[src/rtl/bdq_pkg.sv]
// Shared constants, codes and widths for the bounded deque block.
package bdq_pkg;

  localparam int DEPTH = 32;
  localparam int AW    = (DEPTH > 1) ? $clog2(DEPTH) : 1;
  localparam int CW    = $clog2(DEPTH + 1);
  localparam int DW    = 32;
  localparam int KW    = 3;
  localparam int SW    = 2;

  // operation codes carried by in_kind
  localparam logic [KW-1:0] KIND_LIST   = 3'd0;
  localparam logic [KW-1:0] KIND_PUSH_F = 3'd1;
  localparam logic [KW-1:0] KIND_PUSH_B = 3'd2;
  localparam logic [KW-1:0] KIND_POP_F  = 3'd3;
  localparam logic [KW-1:0] KIND_POP_B  = 3'd4;

  // result status codes carried by out_status
  localparam logic [SW-1:0] STAT_OK         = 2'd0;
  localparam logic [SW-1:0] STAT_OVERFLOW   = 2'd1;
  localparam logic [SW-1:0] STAT_UNDERFLOW  = 2'd2;
  localparam logic [SW-1:0] STAT_EMPTY_LIST = 2'd3;

endpackage

[src/rtl/bdq_ram.sv]
// Single-port synchronous RAM with registered read data.
module bdq_ram #(
  parameter int WIDTH = 32,
  parameter int DEPTH = 32,
  parameter int AW    = (DEPTH > 1) ? $clog2(DEPTH) : 1
) (
  input  logic             clk,
  input  logic             we,
  input  logic             re,
  input  logic [AW-1:0]    addr,
  input  logic [WIDTH-1:0] wdata,
  output logic [WIDTH-1:0] rdata
);

  logic [WIDTH-1:0] mem [DEPTH];

  // write, or read into the output register (held while re is low)
  always_ff @(posedge clk) begin
    if (we) begin
      mem[addr] <= wdata;
    end
    if (re) begin
      rdata <= mem[addr];
    end
  end

endmodule

[src/rtl/bounded_deque_core.sv]
// Top level of the bounded deque: ring store, head and count control, result register.
//
// A double-ended queue of up to DEPTH signed 32-bit words held in one RAM.
// Input channel: in_valid/in_stall with in_kind (list, push front, push back,
// pop front, pop back) and in_value. Result channel: out_valid/out_stall with
// out_value_res, out_status and out_last.
// A push or pop gives a single status word, which appears in the
// result register on the next cycle. Codes five to seven are taken and give
// no result.
// A listing streams the stored words front to back through the RAM read
// port, one word per cycle once the first read returns, while the receiver
// does not stall. out_last marks the back word. An empty store answers a
// listing with one word.
// New words are taken only while no listing is running and the result
// register is free or being emptied in the same cycle; otherwise in_stall is
// high. A stall on the result side holds the result register and, in turn,
// the RAM read stream and the input channel.
// Reset (rst_n low, synchronous) empties the deque: head and count go to
// zero and no result is pending. The RAM contents are not cleared.
module bounded_deque_core (
  input  logic                      clk,
  input  logic                      rst_n,
  input  logic                      in_valid,
  output logic                      in_stall,
  input  logic [bdq_pkg::KW-1:0]    in_kind,
  input  logic signed [bdq_pkg::DW-1:0] in_value,
  output logic                      out_valid,
  input  logic                      out_stall,
  output logic signed [bdq_pkg::DW-1:0] out_value_res,
  output logic [bdq_pkg::SW-1:0]    out_status,
  output logic                      out_last
);
  import bdq_pkg::*;

  localparam logic [AW-1:0] LAST_POS = AW'(DEPTH - 1);
  localparam logic [CW-1:0] FULL_CNT = CW'(DEPTH);

  typedef enum logic {S_IDLE, S_LIST} state_t;

  state_t         state_r, state_nxt;
  logic [AW-1:0]  head_r, head_nxt;
  logic [CW-1:0]  count_r, count_nxt;
  logic [AW-1:0]  rd_ptr_r, rd_ptr_nxt;
  logic [CW-1:0]  idx_r, idx_nxt;
  logic           pend_r, pend_nxt;
  logic           pend_last_r, pend_last_nxt;

  logic           out_valid_r, out_valid_nxt;
  logic [DW-1:0]  out_value_r, out_value_nxt;
  logic [SW-1:0]  out_status_r, out_status_nxt;
  logic           out_last_r, out_last_nxt;

  logic           out_free, in_acc;
  logic           ram_we, ram_re;
  logic [AW-1:0]  ram_addr, wr_addr;
  logic [DW-1:0]  ram_rdata;
  logic [CW:0]    back_sum;
  logic [AW-1:0]  back_pos, front_pos;
  logic           empty, full;

  assign out_free = !out_valid_r || !out_stall;
  assign in_stall = !((state_r == S_IDLE) && out_free);
  assign in_acc   = in_valid && !in_stall;
  assign empty    = (count_r == '0);
  assign full     = (count_r == FULL_CNT);

  // ring positions: one before the head, and one past the back
  assign front_pos = (head_r == '0) ? LAST_POS : AW'(head_r - 1'b1);
  assign back_sum  = (CW+1)'(head_r) + (CW+1)'(count_r);
  assign back_pos  = (back_sum >= (CW+1)'(DEPTH)) ? AW'(back_sum - (CW+1)'(DEPTH))
                                                  : AW'(back_sum);

  // next state, RAM access and result word
  always_comb begin
    state_nxt      = state_r;
    head_nxt       = head_r;
    count_nxt      = count_r;
    rd_ptr_nxt     = rd_ptr_r;
    idx_nxt        = idx_r;
    pend_nxt       = pend_r;
    pend_last_nxt  = pend_last_r;
    out_valid_nxt  = out_free ? 1'b0 : out_valid_r;
    out_value_nxt  = out_value_r;
    out_status_nxt = out_status_r;
    out_last_nxt   = out_last_r;
    ram_we         = 1'b0;
    ram_re         = 1'b0;
    wr_addr        = back_pos;

    case (state_r)
      S_IDLE: begin
        if (in_acc) begin
          out_value_nxt  = '0;
          out_last_nxt   = 1'b1;
          out_status_nxt = STAT_OK;
          case (in_kind)
            KIND_LIST: begin
              if (empty) begin
                out_valid_nxt  = 1'b1;
                out_status_nxt = STAT_EMPTY_LIST;
              end else begin
                state_nxt  = S_LIST;
                rd_ptr_nxt = head_r;
                idx_nxt    = '0;
                pend_nxt   = 1'b0;
              end
            end
            KIND_PUSH_F, KIND_PUSH_B: begin
              out_valid_nxt = 1'b1;
              if (full) begin
                out_status_nxt = STAT_OVERFLOW;
              end else begin
                ram_we    = 1'b1;
                count_nxt = CW'(count_r + 1'b1);
                if (in_kind == KIND_PUSH_F) begin
                  wr_addr  = front_pos;
                  head_nxt = front_pos;
                end
              end
            end
            KIND_POP_F, KIND_POP_B: begin
              out_valid_nxt = 1'b1;
              if (empty) begin
                out_status_nxt = STAT_UNDERFLOW;
              end else begin
                count_nxt = CW'(count_r - 1'b1);
                if (in_kind == KIND_POP_F) begin
                  head_nxt = (head_r == LAST_POS) ? '0 : AW'(head_r + 1'b1);
                end
              end
            end
            default: begin
              out_valid_nxt = 1'b0;
            end
          endcase
        end
      end
      S_LIST: begin
        // move the returned word into the result register
        if (pend_r && out_free) begin
          out_valid_nxt  = 1'b1;
          out_value_nxt  = ram_rdata;
          out_status_nxt = STAT_OK;
          out_last_nxt   = pend_last_r;
          pend_nxt       = 1'b0;
          if (pend_last_r) begin
            state_nxt = S_IDLE;
          end
        end
        // issue the next read once the read register will be free
        if ((idx_r != count_r) && (!pend_r || out_free)) begin
          ram_re        = 1'b1;
          rd_ptr_nxt    = (rd_ptr_r == LAST_POS) ? '0 : AW'(rd_ptr_r + 1'b1);
          idx_nxt       = CW'(idx_r + 1'b1);
          pend_nxt      = 1'b1;
          pend_last_nxt = (CW'(idx_r + 1'b1) == count_r);
        end
      end
      default: begin
        state_nxt = S_IDLE;
      end
    endcase
  end

  // writes happen only when idle and reads only while listing, so one port serves
  assign ram_addr = ram_re ? rd_ptr_r : wr_addr;

  bdq_ram #(
    .WIDTH (DW),
    .DEPTH (DEPTH),
    .AW    (AW)
  ) u_ram (
    .clk   (clk),
    .we    (ram_we),
    .re    (ram_re),
    .addr  (ram_addr),
    .wdata (in_value),
    .rdata (ram_rdata)
  );

  // hold control and result registers
  always_ff @(posedge clk) begin
    if (!rst_n) begin
      state_r     <= S_IDLE;
      head_r      <= '0;
      count_r     <= '0;
      rd_ptr_r    <= '0;
      idx_r       <= '0;
      pend_r      <= 1'b0;
      pend_last_r <= 1'b0;
      out_valid_r <= 1'b0;
    end else begin
      state_r     <= state_nxt;
      head_r      <= head_nxt;
      count_r     <= count_nxt;
      rd_ptr_r    <= rd_ptr_nxt;
      idx_r       <= idx_nxt;
      pend_r      <= pend_nxt;
      pend_last_r <= pend_last_nxt;
      out_valid_r <= out_valid_nxt;
    end
    out_value_r  <= out_value_nxt;
    out_status_r <= out_status_nxt;
    out_last_r   <= out_last_nxt;
  end

  assign out_valid     = out_valid_r;
  assign out_value_res = out_value_r;
  assign out_status    = out_status_r;
  assign out_last      = out_last_r;

endmodule

[config.mk]
export PLATFORM = sky130hd
export DESIGN_NAME = bounded_deque_core
export DESIGN_NICKNAME = d
export VERILOG_FILES = /design/src/rtl/bdq_pkg.sv /design/src/rtl/bdq_ram.sv /design/src/rtl/bounded_deque_core.sv
export SDC_FILE = /design/constraint.sdc
export NUM_CORES = 1
export LEC_CHECK = 0
export ABC_AREA = 1
export BUFFER_PORTS_ARGS = -buffer_cell sky130_fd_sc_hd__buf_2
export CORE_UTILIZATION = 55
export DETAILED_ROUTE_END_ITERATION = 6
export PLACE_DENSITY = 0.71
export SETUP_SLACK_MARGIN = 0.1
export SLEW_MARGIN = 15
export SYNTH_ARGS = -nofsm -noshare
export SYNTH_HDL_FRONTEND = slang
export SYNTH_SLANG_ARGS = --single-unit
[constraint.sdc]
create_clock -name clk -period 4.8 [get_ports clk]
set_input_delay 0 -clock clk [delete_from_list [all_inputs] [get_ports clk]]
set_output_delay 0 -clock clk [all_outputs]
set_load 0.02 [all_outputs]
==> metrics <==
Mapped Cells roughly 4600; CTS Buf Count 111; Initial DRT Pass Iterations 6; Area growth syn-to-layout 12.1%; Worst Hold Launch rst_n; FF-to-FF setup slack 0.82 ns; RSZ-0062 raised after global routing no; EDFF count, synth between 1000 and 1500; crit-path max FO between 200 and 250; vias in the first global route 31400; # DRC 0; largest net degree at the start of global routing 229; post-synth top area cell edfxtp_1; Hold WC Path Type primary input to register; Critical-path top delay cell buf_12; crit path DAT around 4.5 ns; WL/cell 21.6 um; flops & latches, synth 1117; startpoint types register; die area 87600 sq um; relative slew slack 12.9%; Peak VDD IR roughly 0.64 mV; CTS sink cnt 1117; Routed Antenna Nets 0; Commonest cells post-synth nand2_1 (2311), edfxtp_1 (1091), nand3_1 (537); layout cells sized above 1 between 7 and 8%; vias per cell 5.69; initial antenna violation count 0; count of final hold-check violations 0; Setup violations, final 0; hold depth 4; Final Wtd Congestion 0.872; Required @ worst endpoint 5.30 ns; # hold bufs at CTS 41; global-route wire length before repair approximately 190 mm; maximum capacitance violations 0; power per cell area 493 nW/um^2; Root Driver clkbuf_16; H-tree level count 3; Post-Route WL around 130 mm; postcts setup bufs 0; die height 296 um; Initial DRC Count around 4100; vias 33300; Netlist cell types 36; Final #Nets around 4700; Starting Density between 50% and 60%; Synth Cell Area 47500 sq um; CP endpoint kind register; crit path kind register to register; actual slew at the worst max-slew pin around 1.3 ns; LEAKAGE 21.7 nW; max-slew violations 0; setup TNS 0 ns; ant diodes 0; r2r worst-path depth 15; utilization after layout between 60% and 70%; Fill cells 6664; count leader, synth nand2_1; status complete, no violations; reg2reg start state_r; Tot Pwr 26.3 mW; Detailed Place HPWL 63.9 mm; # port buffers 75; Syn. warnings 0; clock-pin slew on the worst setup and hold paths 0.06 ns; Max stage delay on crit path 0.67 ns; Critical Path, Cell by Cell buf_4 -> o21ai_0 -> inv_1 -> nand2_2 -> nand3_4 -> buf_4 -> buf_12 -> nand3_1 -> nand2_1 -> nand2_1 -> nand2_1 -> nand2_1 -> nand2_1 -> nor2_1 -> nand2_1; syn_area_per_cell 10.4 sq um; Ports 76; ys flop type edfxtp_1; r2r endpoint u_ram.rdata[4]; crit-path most repeated cell nand2_1; crit share post-route ~83%; Worst Skew between 0.02 and 0.03 ns; row cnt 107; Clock Tree Buf Depth 3; Max Clock Freq 251 MHz; critical path buffer and inverter count 4; number of gates resized after CTS 0; fin crit period around 4 ns; synth top area cells edfxtp_1 (69%), nand2_1 (18%), nand3_1 (5.7%); top cell type's share of synthesized area 68.9%; GRT overflow 0; CTS tree yes; Skew-Pair Late Insertion Delay 0.69 ns; core area between 80000 and 90000 sq um; ys async rst share 0%; hold slack final 0.311 ns; Overall Global Routing Usage between 20% and 30%; delay-heaviest family, CP buffers and inverters; register area share after synthesis 70.0%; hold worst-path end head_r[3]; die width 296 um; Syn Nets 4622
cell type report:
cell class,instances,area [sq um],share of cell area [%]
clock buffer,142,2940,5.51
clock inverter,66,584,1.10
inverter,86,330,0.620
multi-input combinational,3104,13100,24.6
sequential,1117,33300,62.5
tap,1144,1430,2.69
timing repair buffer,195,1620,3.04
worst max path at each step:
stage	start	endpoint	slack [ns]	cells after the start
finish	state_r	u_ram.rdata[4]	0.82	15
global route	state_r	u_ram.rdata[10]	0.66	15
CTS	state_r	u_ram.rdata[17]	0.96	15
detailed placement	state_r	u_ram.rdata[17]	0.97	15
global placement	state_r	u_ram.rdata[10]	1.01	15
floorplan	count_r[1]	u_ram.mem[10][0]	0.80	13
worst reg2reg max path, stage by stage (launching register included):
cell	delay, ns
dfxtp_2	0.33
buf_4	0.50
o21ai_0	0.20
inv_1	0.17
nand2_2	0.17
nand3_4	0.11
buf_4	0.39
buf_12	0.68
nand3_1	0.54
nand2_1	0.13
nand2_1	0.05
nand2_1	0.11
nand2_1	0.06
nand2_1	0.13
nor2_1	0.06
nand2_1	0.17
kinds of logic (layout without fill, tap and decap cells):
logic type,Yosys count,after routing,share of synthesized area [%]
and+or+nand+nor,3002,3002,25.3
xor gates and xnor gates,9,9,0.166
DFF,1117,1117,70.0
buffers and inverters,346,489,3.16
adders and majority gates,16,16,0.453
AOI/OAI and AO/OA,77,77,0.924
per-layer routing:
layer	part of all wire [%]	GRT usage, %	up-vias
li1	-	-	15400
met1	39	40.9	16000
met2	48	46.9	1705
met3	9.6	4.01	249
met4	3.1	10.1	0
met5	0	0	-
sequential cells by signal, summed over array words and instances (netlist names), 2 cells and up, named ones only:
| register | cells |
|---|---|
| count_r | 6 |
| head_r | 5 |
| idx_r | 6 |
| out_status | 2 |
| out_value_res | 32 |
| rd_ptr_r | 5 |
| u_ram.mem | 1024 |
| u_ram.rdata | 32 |
layout by cell type (no fill, tap or decap), drive strengths merged:
cell / n
a211oi: 4
a21oi: 28
a221oi: 2
a22oi: 1
a311oi: 1
a31oi: 5
and3: 1
buf: 154
bufinv: 9
clkbuf: 142
clkinv: 52
clkinvlp: 2
dfxtp: 26
dlygate4sd3: 41
edfxtp: 1091
fa: 2
ha: 14
inv: 89
nand2: 2312
nand3: 537
nand3b: 1
nand4: 6
nor2: 133
nor3: 7
o211ai: 1
o21ai: 32
o22ai: 2
o311ai: 1
or2: 5
xnor2: 4
xor2: 5
power breakdown:
part / total, mW / internal, mW / switching, mW
combinational: 6.66 / 1.77 / 4.89
clock: 8.43 / 4.80 / 3.63
sequential: 11.2 / 11.1 / 0.104
total: 26.3 / 17.6 / 8.62
stage by stage:
step / worst slack (ns) / cell area [sq um] / std cells
6_report: 0.819 / 53300 / 5854
5_1_grt: 0.660 / 53300 / 5854
4_1_cts: 0.960 / 53300 / 5854
3_5_place_dp: 0.971 / 49300 / 5605
3_3_place_gp: 1.01 / 49300 / 5605
2_1_floorplan: 0.804 / 47500 / 4567
Power figures use the tool's default switching activity.
